`config.mk`:
```
export PLATFORM = sky130hd
export DESIGN_NAME = per_source_replay_guard_table_unit
export DESIGN_NICKNAME = d
export VERILOG_FILES = /design/src/hw/rtl/psrg_pkg.sv /design/src/hw/rtl/psrg_ram.sv /design/src/hw/rtl/psrg_ctrl.sv /design/src/hw/rtl/psrg_datapath.sv /design/src/hw/rtl/per_source_replay_guard_table_unit.sv
export VERILOG_INCLUDE_DIRS = /design/src /design/src/hw/rtl
export SDC_FILE = /design/constraint.sdc
export NUM_CORES = 2
export LEC_CHECK = 0
export BUFFER_PORTS_ARGS = -buffer_cell sky130_fd_sc_hd__buf_2
export CAP_MARGIN = 20
export CELL_PAD_IN_SITES_DETAIL_PLACEMENT = 1
export CELL_PAD_IN_SITES_GLOBAL_PLACEMENT = 2
export CORE_ASPECT_RATIO = 1.5
export CORE_MARGIN = 1.5
export CORE_UTILIZATION = 40
export CTS_BUF_LIST = sky130_fd_sc_hd__clkbuf_8
export DETAILED_ROUTE_END_ITERATION = 16
export PLACE_DENSITY = 0.68
export REMOVE_ABC_BUFFERS = 1
export SETUP_SLACK_MARGIN = 0.3
export SYNTH_ARGS = -nofsm -noshare
export SYNTH_HDL_FRONTEND = slang
export SYNTH_SLANG_ARGS = --single-unit
```
`constraint.sdc`:
```
create_clock -name aclk -period 15.25 [get_ports aclk]
set_input_delay 0 -clock aclk [delete_from_list [all_inputs] [get_ports aclk]]
set_output_delay 0 -clock aclk [all_outputs]
set_load 0.02 [all_outputs]
```
`src/hw/rtl/per_source_replay_guard_table_unit_macros.svh`:
```
// Assertion macros shared by the replay guard table RTL.
// No dependencies; included by the modules that carry assertions.
`ifndef PER_SOURCE_REPLAY_GUARD_TABLE_UNIT_MACROS_SVH
`define PER_SOURCE_REPLAY_GUARD_TABLE_UNIT_MACROS_SVH
`ifndef SYNTHESIS
`define PSRG_ASSERT(label, clk, rstn, prop) \
    label: assert property (@(posedge clk) disable iff (!(rstn)) (prop)) \
        else $error("psrg: assertion failed");
`define PSRG_ASSERT_NEVER(label, clk, rstn, cond) \
    label: assert property (@(posedge clk) disable iff (!(rstn)) !(cond)) \
        else $error("psrg: forbidden condition seen");
`else
`define PSRG_ASSERT(label, clk, rstn, prop)
`define PSRG_ASSERT_NEVER(label, clk, rstn, cond)
`endif
`endif

```
`src/hw/rtl/psrg_pkg.sv`:
```
// Package of the replay guard table: slot entry layout, reset constants,
// controller command and status structs. No dependencies.
`default_nettype none
package psrg_pkg;

    typedef struct packed {
        logic [31:0] source;
        logic [31:0] session;
        logic [31:0] seq;
        logic [63:0] time_us;
    } slot_entry_t;

    localparam int ENTRY_W = $bits(slot_entry_t);

    localparam logic [31:0] RETIRE_RESET = 32'd30000000;
    localparam logic [31:0] SEQ_FRESH    = 32'd1;

    typedef struct packed {
        logic load;
        logic step;
        logic commit;
    } psrg_cmd_t;

    typedef struct packed {
        logic scan_last;
    } psrg_status_t;

endpackage
`default_nettype wire

```
`src/hw/rtl/psrg_ram.sv`:
```
// Generic simple dual-port RAM, one write and one registered read port.
// No dependencies.
`default_nettype none
module psrg_ram #(
    parameter int WIDTH = 8,
    parameter int DEPTH = 8,
    parameter int ADDR_W = (DEPTH > 1) ? $clog2(DEPTH) : 1
) (
    input  wire logic              aclk,
    input  wire logic              wen,
    input  wire logic [ADDR_W-1:0] waddr,
    input  wire logic [WIDTH-1:0]  wdata,
    input  wire logic              ren,
    input  wire logic [ADDR_W-1:0] raddr,
    output logic      [WIDTH-1:0]  rdata
);

    logic [WIDTH-1:0] mem [DEPTH];

    always_ff @(posedge aclk) begin
        if (wen) begin
            mem[waddr] <= wdata;
        end
        if (ren) begin
            rdata <= mem[raddr];
        end
    end

endmodule
`default_nettype wire

```
`src/hw/rtl/psrg_ctrl.sv`:
```
// Controller of the replay guard table: request sequencing and result handshake.
// Depends on psrg_pkg and the assertion macro header.
`default_nettype none
`include "per_source_replay_guard_table_unit_macros.svh"
module psrg_ctrl
    import psrg_pkg::*;
(
    input  wire logic   aclk,
    input  wire logic   aresetn,
    input  wire logic   s_valid,
    output logic        s_ready,
    output logic        m_valid,
    input  wire logic   m_ready,
    output psrg_cmd_t   cmd,
    input  wire psrg_status_t status
);

    localparam logic [1:0] ST_IDLE   = 2'd0;
    localparam logic [1:0] ST_SCAN   = 2'd1;
    localparam logic [1:0] ST_WAIT   = 2'd2;
    localparam logic [1:0] ST_DECIDE = 2'd3;

    logic [1:0] state_reg, state_next;
    logic       m_valid_reg, m_valid_next;
    logic       out_free;

    assign s_ready  = (state_reg == ST_IDLE);
    assign m_valid  = m_valid_reg;
    assign out_free = !m_valid_reg || m_ready;

    always_comb begin
        state_next = state_reg;
        cmd        = '0;
        case (state_reg)
            ST_IDLE: begin
                if (s_valid) begin
                    cmd.load   = 1'b1;
                    state_next = ST_SCAN;
                end
            end
            ST_SCAN: begin
                cmd.step = 1'b1;
                if (status.scan_last) begin
                    state_next = ST_WAIT;
                end
            end
            ST_WAIT: begin
                state_next = ST_DECIDE;
            end
            ST_DECIDE: begin
                if (out_free) begin
                    cmd.commit = 1'b1;
                    state_next = ST_IDLE;
                end
            end
            default: begin
                state_next = ST_IDLE;
            end
        endcase
    end

    always_comb begin
        if (cmd.commit) begin
            m_valid_next = 1'b1;
        end else if (m_ready) begin
            m_valid_next = 1'b0;
        end else begin
            m_valid_next = m_valid_reg;
        end
    end

    always_ff @(posedge aclk) begin
        if (!aresetn) begin
            state_reg   <= ST_IDLE;
            m_valid_reg <= 1'b0;
        end else begin
            state_reg   <= state_next;
            m_valid_reg <= m_valid_next;
        end
    end

    `PSRG_ASSERT(a_result_from_decide, aclk, aresetn, $rose(m_valid_reg) |-> $past(state_reg == ST_DECIDE))
    `PSRG_ASSERT(a_scan_follows_load, aclk, aresetn, cmd.load |=> (state_reg == ST_SCAN) && !s_ready)

endmodule
`default_nettype wire

```
`src/hw/rtl/psrg_datapath.sv`:
```
// Datapath of the replay guard table: request registers, slot memory scan,
// match/free/oldest tracking, accept decision and table update.
// Depends on psrg_pkg, psrg_ram and the assertion macro header.
`default_nettype none
`include "per_source_replay_guard_table_unit_macros.svh"
module psrg_datapath
    import psrg_pkg::*;
#(
    parameter int SLOTS = 8
) (
    input  wire logic         aclk,
    input  wire logic         aresetn,
    input  wire logic         cfg_wr,
    input  wire logic [31:0]  cfg_retire_time_us,
    input  wire logic [31:0]  s_source_ident,
    input  wire logic [31:0]  s_session_ident,
    input  wire logic [31:0]  s_seq_number,
    input  wire logic [63:0]  s_receive_time_us,
    output logic              m_accepted,
    input  wire psrg_cmd_t    cmd,
    output psrg_status_t      status
);

    localparam int IDX_W = (SLOTS > 1) ? $clog2(SLOTS) : 1;

    slot_entry_t      req_reg;
    slot_entry_t      rd_entry;
    logic [ENTRY_W-1:0] rd_data;
    logic [31:0]      retire_reg;
    logic [SLOTS-1:0] valid_reg, valid_next;

    logic [IDX_W-1:0] scan_cnt_reg;
    logic [IDX_W-1:0] chk_idx_reg;
    logic             chk_en_reg;

    logic             match_hit_reg, match_newer_reg;
    logic [IDX_W-1:0] match_idx_reg;
    logic             free_hit_reg;
    logic [IDX_W-1:0] free_idx_reg;
    logic             old_hit_reg;
    logic [IDX_W-1:0] old_idx_reg;
    logic [63:0]      old_time_reg;
    logic             acc_reg;

    logic             rd_vld, key_eq, newer;
    logic [31:0]      seq_diff;
    logic [64:0]      age;
    logic             dec_ok;
    logic [IDX_W-1:0] target;

    psrg_ram #(
        .WIDTH (ENTRY_W),
        .DEPTH (SLOTS),
        .ADDR_W(IDX_W)
    ) u_slot_ram (
        .aclk (aclk),
        .wen  (cmd.commit && dec_ok),
        .waddr(target),
        .wdata(req_reg),
        .ren  (cmd.step),
        .raddr(scan_cnt_reg),
        .rdata(rd_data)
    );

    assign rd_entry         = slot_entry_t'(rd_data);
    assign rd_vld           = valid_reg[chk_idx_reg];
    assign key_eq           = (rd_entry.source == req_reg.source)
                           && (rd_entry.session == req_reg.session);
    assign seq_diff         = req_reg.seq - rd_entry.seq;
    assign newer            = (seq_diff != 32'd0) && !seq_diff[31];
    assign status.scan_last = (scan_cnt_reg == IDX_W'(SLOTS - 1));
    assign age              = {1'b0, req_reg.time_us} - {1'b0, old_time_reg};
    assign m_accepted       = acc_reg;

    always_comb begin
        dec_ok = 1'b0;
        target = old_idx_reg;
        if (match_hit_reg) begin
            dec_ok = match_newer_reg;
            target = match_idx_reg;
        end else if (free_hit_reg) begin
            dec_ok = 1'b1;
            target = free_idx_reg;
        end else if (old_hit_reg) begin
            dec_ok = (req_reg.seq == SEQ_FRESH) && !age[64]
                  && (age[63:0] >= {32'd0, retire_reg});
        end
    end

    always_comb begin
        valid_next = valid_reg;
        if (cmd.commit && dec_ok) begin
            valid_next[target] = 1'b1;
        end
    end

    always_ff @(posedge aclk) begin
        if (!aresetn) begin
            retire_reg    <= RETIRE_RESET;
            valid_reg     <= '0;
            scan_cnt_reg  <= '0;
            chk_en_reg    <= 1'b0;
            match_hit_reg <= 1'b0;
            free_hit_reg  <= 1'b0;
            old_hit_reg   <= 1'b0;
        end else begin
            if (cfg_wr) begin
                retire_reg <= cfg_retire_time_us;
            end
            valid_reg  <= valid_next;
            chk_en_reg <= cmd.step;
            if (cmd.load) begin
                scan_cnt_reg  <= '0;
                match_hit_reg <= 1'b0;
                free_hit_reg  <= 1'b0;
                old_hit_reg   <= 1'b0;
            end else begin
                if (cmd.step) begin
                    scan_cnt_reg <= scan_cnt_reg + IDX_W'(1);
                end
                if (chk_en_reg) begin
                    if (rd_vld && key_eq && !match_hit_reg) begin
                        match_hit_reg <= 1'b1;
                    end
                    if (!rd_vld && !free_hit_reg) begin
                        free_hit_reg <= 1'b1;
                    end
                    if (rd_vld) begin
                        old_hit_reg <= 1'b1;
                    end
                end
            end
        end
    end

    always_ff @(posedge aclk) begin
        if (cmd.load) begin
            req_reg.source  <= s_source_ident;
            req_reg.session <= s_session_ident;
            req_reg.seq     <= s_seq_number;
            req_reg.time_us <= s_receive_time_us;
        end
        if (cmd.step) begin
            chk_idx_reg <= scan_cnt_reg;
        end
        if (chk_en_reg) begin
            if (rd_vld && key_eq && !match_hit_reg) begin
                match_idx_reg   <= chk_idx_reg;
                match_newer_reg <= newer;
            end
            if (!rd_vld && !free_hit_reg) begin
                free_idx_reg <= chk_idx_reg;
            end
            if (rd_vld && (!old_hit_reg || (rd_entry.time_us < old_time_reg))) begin
                old_idx_reg  <= chk_idx_reg;
                old_time_reg <= rd_entry.time_us;
            end
        end
        if (cmd.commit) begin
            acc_reg <= dec_ok;
        end
    end

    `PSRG_ASSERT(a_load_clears_scan, aclk, aresetn, cmd.load |=> !match_hit_reg && !free_hit_reg && !old_hit_reg)
    `PSRG_ASSERT_NEVER(a_commit_mid_scan, aclk, aresetn, cmd.commit && (chk_en_reg || cmd.step))
    `PSRG_ASSERT(a_commit_sets_valid, aclk, aresetn, (cmd.commit && dec_ok) |=> valid_reg[$past(target)])

endmodule
`default_nettype wire

```
`src/hw/rtl/per_source_replay_guard_table_unit.sv`:
```
// Replay guard table, top level: controller, datapath and slot memory.
// Depends on psrg_pkg, psrg_ctrl, psrg_datapath and psrg_ram.
//
// Keeps up to SLOTS (source, session) entries with their last sequence number
// and receive time. Each request is answered with one accepted bit: a known
// pair needs a newer sequence in 32-bit serial arithmetic, an unknown pair
// takes the lowest free slot, and in a full table the least recently seen
// entry is replaced only by a sequence of 1 once it has been idle for at least
// retire_time_us. A request passes through the controller states in order:
// the idle state takes the request, then the slot memory, which has one read
// port, is scanned one entry per cycle, then a wait state ends the last
// compare and a decide state follows. The decide state holds while an earlier
// result still waits. The result sits in an output register, so the next
// request may start while it waits to be taken. Valid bits clear at reset;
// no memory clearing pass is needed. The configuration port is always ready.
`default_nettype none
module per_source_replay_guard_table_unit
    import psrg_pkg::*;
#(
    parameter int SLOTS = 8
) (
    input  wire logic        aclk,
    input  wire logic        aresetn,
    input  wire logic        cfg_valid,
    output logic             cfg_ready,
    input  wire logic [31:0] cfg_retire_time_us,
    input  wire logic        s_valid,
    output logic             s_ready,
    input  wire logic [31:0] s_source_ident,
    input  wire logic [31:0] s_session_ident,
    input  wire logic [31:0] s_seq_number,
    input  wire logic [63:0] s_receive_time_us,
    output logic             m_valid,
    input  wire logic        m_ready,
    output logic             m_accepted
);

    psrg_cmd_t    cmd;
    psrg_status_t status;

    assign cfg_ready = 1'b1;

    psrg_ctrl u_ctrl (
        .aclk   (aclk),
        .aresetn(aresetn),
        .s_valid(s_valid),
        .s_ready(s_ready),
        .m_valid(m_valid),
        .m_ready(m_ready),
        .cmd    (cmd),
        .status (status)
    );

    psrg_datapath #(
        .SLOTS(SLOTS)
    ) u_datapath (
        .aclk              (aclk),
        .aresetn           (aresetn),
        .cfg_wr            (cfg_valid && cfg_ready),
        .cfg_retire_time_us(cfg_retire_time_us),
        .s_source_ident    (s_source_ident),
        .s_session_ident   (s_session_ident),
        .s_seq_number      (s_seq_number),
        .s_receive_time_us (s_receive_time_us),
        .m_accepted        (m_accepted),
        .cmd               (cmd),
        .status            (status)
    );

endmodule
`default_nettype wire
```
After elaboration in Yosys (flattened, before gate mapping)
Memories as Yosys holds them, arrays and structs flattened. A register that Yosys moved wholly into a read port is not among the register bits.
Index checks and enable logic that the tools add are counted.

word-level totals
  flip-flop bits (word level) = 288
  bits in writable memories = 1280
  input bits = 197
  output and inout bits = 4
  memories = 1

memory list
  name                       words  width  rd ports  clocked after Yosys merged registers in  wr ports  line            RTL
  u_datapath.u_slot_ram.mem  8      160    1         1                                        1         psrg_ram.sv:18  logic [WIDTH-1:0] mem [DEPTH];

cells by class
  $add $sub $neg = 3
  magnitude comparators = 5
  equal/unequal tests = 10
  mux-type cells = 22
  bitwise operators = 2
  reduce and logical (&&, ||, !) cells = 28

operators with widths
  kind                 number
  $sub 64x64->65       1
  $eq 32x32->1         2
  $ge 64x32->1         1
  $lt 64x64->1         1
  $eq 32x1->1 const B  1
  $reduce_bool 32->1   1
  $sub 32x32->32       1
  $mux 1               14
  $logic_and 1x1->1    10
  $lt 3x4->1 const B   2
  $or 8x8->8           1
  $pmux 2 s4           1
  $reduce_and 2->1     4
  $logic_not 1->1      7
  $mux 2               3
  $mux 3               2
  $eq 2x2->1 const B   2
  $ne 2x2->1 const B   2
  $add 3x1->3 const B  1
  $bmux 1 s3           1
  $demux 1 s3          1
  $eq 3x3->1 const B   1
  $ge 3x1->1 const B   1
  $reduce_and 3->1     1
  7 further kinds      8

Logic depth before layout (Yosys ltp)
  depth in word-level cells = 10
  depth in mapped cells = 26
  mapped depth without buffers = 25

Hierarchy
From an unflattened synthesis, not the netlist that was laid out.

unflattened totals
  cell total of the unflattened synthesis = 3841
  area, all modules = 72463.2 µm²

modules (own cells, without submodules)
  module                              times used  cells an instance  area each (µm²)  sequential area each (µm²)
  psrg_ram                            1           2023               53929.2          43241.5
  psrg_datapath                       1           1793               18307.6          8087.8
  psrg_ctrl                           1           23                 215.2            60.1
  per_source_replay_guard_table_unit  1           2                  11.3             0.0

Least setup slack after synthesis
Ideal clock, no wire load.

  kind = reg2reg
  start = reg u_datapath.req_reg[0] in the netlist's numbering
  end = mem u_datapath.u_slot_ram.mem[4][0] in the netlist's numbering (enable)
  setup time = 876 ps
  arrival = 15203 ps
  data required time = 14374 ps
  slack = -828 ps
  stages on the path, launching flop included = 26
  path buffers = 1
  clock period less this slack = 16078 ps
  cell sequence = edfxtp_1 -> inv_1 -> ha_1 -> fa_1 -> nand2b_1 -> a211oi_2 -> o21ai_2 -> o21ai_2 -> a21o_1 -> a21oi_1 -> nor2_1 -> nor2_1 -> xnor2_1 -> ha_1 -> nand2_1 -> nor3_1 -> nand2_1 -> or4b_2 -> o21ai_1 -> or4_1 -> or4_1 -> and4bb_1 -> nand4_1 -> o21ai_4 -> buf_6 -> nor3_1

on the way
  word-level cells in the longest chain between the ends = 10

ends and longest elaborated chain
  element                                               line                 RTL
  start: declaration                                    psrg_datapath.sv:26  slot_entry_t req_reg;
  $sub 64x64->65 *                                      psrg_datapath.sv:72  assign age = {1'b0, req_reg.time_us} - {1'b0, old_time_reg};
  branches (longest 2 deep; another with $ge 64x32->1)  -
  $logic_and 1x1->1 *                                   psrg_datapath.sv:86  && (age[63:0] >= {32'd0, retire_reg});
  $mux 1 *                                              psrg_datapath.sv:84  end else if (old_hit_reg) begin
  $mux 1 *                                              psrg_datapath.sv:81  end else if (free_hit_reg) begin
  $mux 1 *                                              psrg_datapath.sv:78  if (match_hit_reg) begin
  $logic_and 1x1->1 *                                   psrg_datapath.sv:57  .wen (cmd.commit && dec_ok),
  $mux 1 *                                              psrg_ram.sv:21       if (wen) begin
  $mux 1 (implied by the code) *                        psrg_ram.sv:22       mem[waddr] <= wdata;
  end: declaration                                      psrg_ram.sv:18

Mark *: on every way between the ends.

Worst setup path after layout
  start = reg u_datapath.req_reg[0] in the netlist's numbering
  end = mem u_datapath.u_slot_ram.mem[4][158] in the netlist's numbering (enable)

The elaborated chain is that of the path after synthesis.

==> results.yml <==
status:
  status: "finished, final reports clean"
synthesis:
  synth_top_cell_area_share_pct: 70.7
  syn_area_mm2: 0.0713
  synth_area_leader_cell: "edfxtp_1"
  synth_simple_gate_area_share_pct: 3.68
  synth_top_family_by_area: "multiplexers"
  synth_fa_ha_area_share_pct: 3.50
  syn_inst: 3895
  synth_area_per_cell_um2: 18.3
  seq_area_frac_synth_pct: 72.1
  muxShareOfSynthArea_pct: 13.2
  async_reset_ff_share_pct: 0
  yosysWarnings: 0
  synth_area_leaders: "edfxtp_1 (71%), mux4_2 (10%), ha_1 (3.4%)"
  synth_edf_count: 1678
  synth-compound-area-share_pct: 4.43
  synth_flop_cell: "edfxtp_1"
  yosys.area_share.xor_xnor_pct: 1.31
  synth_commonest_cells: "edfxtp_1 (1678), mux4_2 (322), ha_1 (196)"
  ys_ff_latch: 1728
  yosysUniqueCellTypes: 86
  yosys.cell_count.top_type: "edfxtp_1"
route:
  ant_nets: 0
  detail_route.first_pass.iterations: 5
  vias_per_cell: 5.38
  drt_wl_total_mm: 183
  drc: 0
  wl_per_cell_um: 25.4
  drt_iter0_markers: 2284
  vias: 38800
clock_network:
  clk_pin_slew_ns: 0.06
  clkSinkCount: 1728
  cts_tree: "built"
  holdBufCountCts: 453
  htree_num_levels: 5
  clk_latency_ns: 1.02
  cts_buffer_depth: 4
  cts_made_buffers: 286
  postCtsSetupBuffers: 0
  cts_resized: 0
  root_buffer: "clkbuf_8"
timing:
  clock-skew-final_ns: 0.0738
  final.setup.tns_ns: 0
  finalCritPeriodShare_pct: 51.5
  rsz0062_at_grt: "no"
  hold_ws_ns: 0.171
  max-slew-margin-rel_pct: 20.6
  tightest_slew_ns: 1.19
  setup_violations: 0
  period_needed_ns: 7.86
  finalMaxSlewViolations: 0
  fmax_mhz: 127
  hold_viol: 0
layout:
  drive_above_1_share_pct: 22.6
  largest_reg_flops: 1280
  fin_util_pct: 47.9
  area_growth_pct: 18.8
  finalNonFillerCells: 7218
  fill_cells: 16800
  nets: 5130
setup_path:
  reg2regPathDepth: 27
  cp-startpoint: "u_datapath.req_reg[0]"
  critPathMaxFanout: 39
  critPathArrivalTime_ns: 8.55
  reg2reg_slack_ns: 7.39
  reg2reg_to: "u_datapath.u_slot_ram.mem[4][158]"
  cp.required_ns: 15.94
  worst-setup-path-type: "flop to flop"
  end_kind: "flop"
  start_kind: "flop"
  reg2reg_from: "u_datapath.req_reg[0]"
die:
  start_util_pct: 40.3
  fp.dieW_um: 348
  core_mm2: 0.177
  die_y_um: 520
  die_area_mm2: 0.181
  ios: 201
  rows: 189
power_and_ir_drop:
  ir_drop_mv: 0.165
  leakage_nw: 28.6
  power_density_mw_per_mm2: 146
global_routing:
  overflow: 0
  grt_max_degree: 139
  grt_first_pass_wirelength_mm: 275
  antenna_found_initial: 3
  grt_use_total_pct: 20.4
  grt_pass1_vias: 43200
place:
  post-dp-hpwl_mm: 109
  placedCellCount: 6286
  port_buffers: 199
  gp_congestion: 0.902
job:
  drv_cap: 0
hold_path:
  hp-start: "aresetn"
  worstHoldPathType: "input pin to flop"
  whs_path_depth: 5
  holdPathEnd: "u_datapath.valid_reg[6]"
==> placed cells by master, fill, tap and decap left out, types with 17 or more instances in the layout <==
master and n:
nor2b_1 19, xor2_1 63, mux2_2 160, a211oi_1 17, nor3_1 46, o211ai_1 21, o21a_1 24, mux2i_1 36
mux4_2 322, a21oi_1 139, clkinv_2 34, nand4_1 54, ha_1 195, a21o_1 48, edfxtp_1 1678, dfxtp_1 47
inv_1 254, nor2_1 129, o21ai_0 86, buf_2 199, nand3_1 31, clkbuf_8 291, clkinv_1 55, nand2_1 138
xnor2_1 44, nand2b_1 25, buf_4 38, nor4_1 34, dlygate4sd3_1 453
==> metal layers <==
metal  GRT usage (%)  vias up  wire length [um]
met4            6.67        0              5290
met2            36.3      824             95000
met3            2.91      313              6220
li1                -    17300                 -
met5               0        -                 0
met1            25.6    20400             76800
==> critical path, stage by stage (launching register included) <==
cell and delay [ns]:
edfxtp_1 0.47, inv_1 0.07, ha_1 0.21, fa_1 0.41, nand2b_1 0.20, a211oi_2 0.34
o21ai_2 0.14, o21ai_2 0.29, a21o_1 0.34, a21oi_1 0.23, nor2_1 0.16, nor2_1 0.07
xnor2_1 0.19, ha_1 0.28, nand2_1 0.09, nor2_1 0.05, a211oi_1 0.27, nor2_1 0.10
a2111o_1 0.38, or4_1 0.38, or4_1 0.49, and4bb_1 0.27, nand4_1 0.13, o21ai_4 0.58
nor3_2 0.12, buf_4 0.36, buf_4 0.46, buf_4 0.41
==> stage by stage <==
step / total power, mW / worst slack [ns] / instance area (um2)
3_5_place_dp: 8.69 / 7.38 / 75100
6_report: 12.3 / 7.39 / 84700
2_1_floorplan: 8.25 / -0.878 / 70700
3_3_place_gp: 8.65 / 7.42 / 75100
5_1_grt: 12.9 / 6.92 / 84700
4_1_cts: 12.5 / 7.35 / 84700
==> cells by family after synthesis <==
kind of cell / count (synthesis)
xor gates and xnor gates: 107
muxes: 518
and+or+nand+nor: 534
buffers and inverters: 327
AOI/OAI and AO/OA: 482
DFF: 1728
adders and majority gates: 198
other: 1
==> report_power, final <==
group / switching (mW) / leakage [nW] / internal, mW / total [mW]
Combinational: 1.36 / 10.1 / 1.06 / 2.42
Clock: 1.81 / 2.85 / 1.90 / 3.71
Sequential: 0.393 / 15.6 / 5.82 / 6.22
Total: 3.56 / 28.6 / 8.78 / 12.3
==> worst max-delay path by stage <==
| stage | endpoint | slack [ns] | depth (start not counted) |
|---|---|---|---|
| finish | u_datapath.u_slot_ram.mem[4][158] | 7.39 | 27 |
| global route | u_datapath.u_slot_ram.mem[4][158] | 6.92 | 27 |
| CTS | u_datapath.u_slot_ram.mem[4][158] | 7.35 | 27 |
| detailed placement | u_datapath.u_slot_ram.mem[4][156] | 7.38 | 27 |
| global placement | u_datapath.u_slot_ram.mem[4][146] | 7.42 | 27 |
| floorplan | u_datapath.u_slot_ram.mem[6][0] | -0.88 | 24 |
==> final cells by class <==
class | count | area (um2) | share of cell area [%]
timing repair buffer | 701 | 6040 | 7.14
clock buffer | 291 | 4010 | 4.73
clock inverter | 183 | 977 | 1.15
inverter | 178 | 668 | 0.789
sequential | 1728 | 51400 | 60.7
multi-input combinational | 1840 | 18700 | 22.1
tap | 2292 | 2870 | 3.39
antenna | 5 | 12.5 | 0.0148
(Power assumes the default switching activity.)
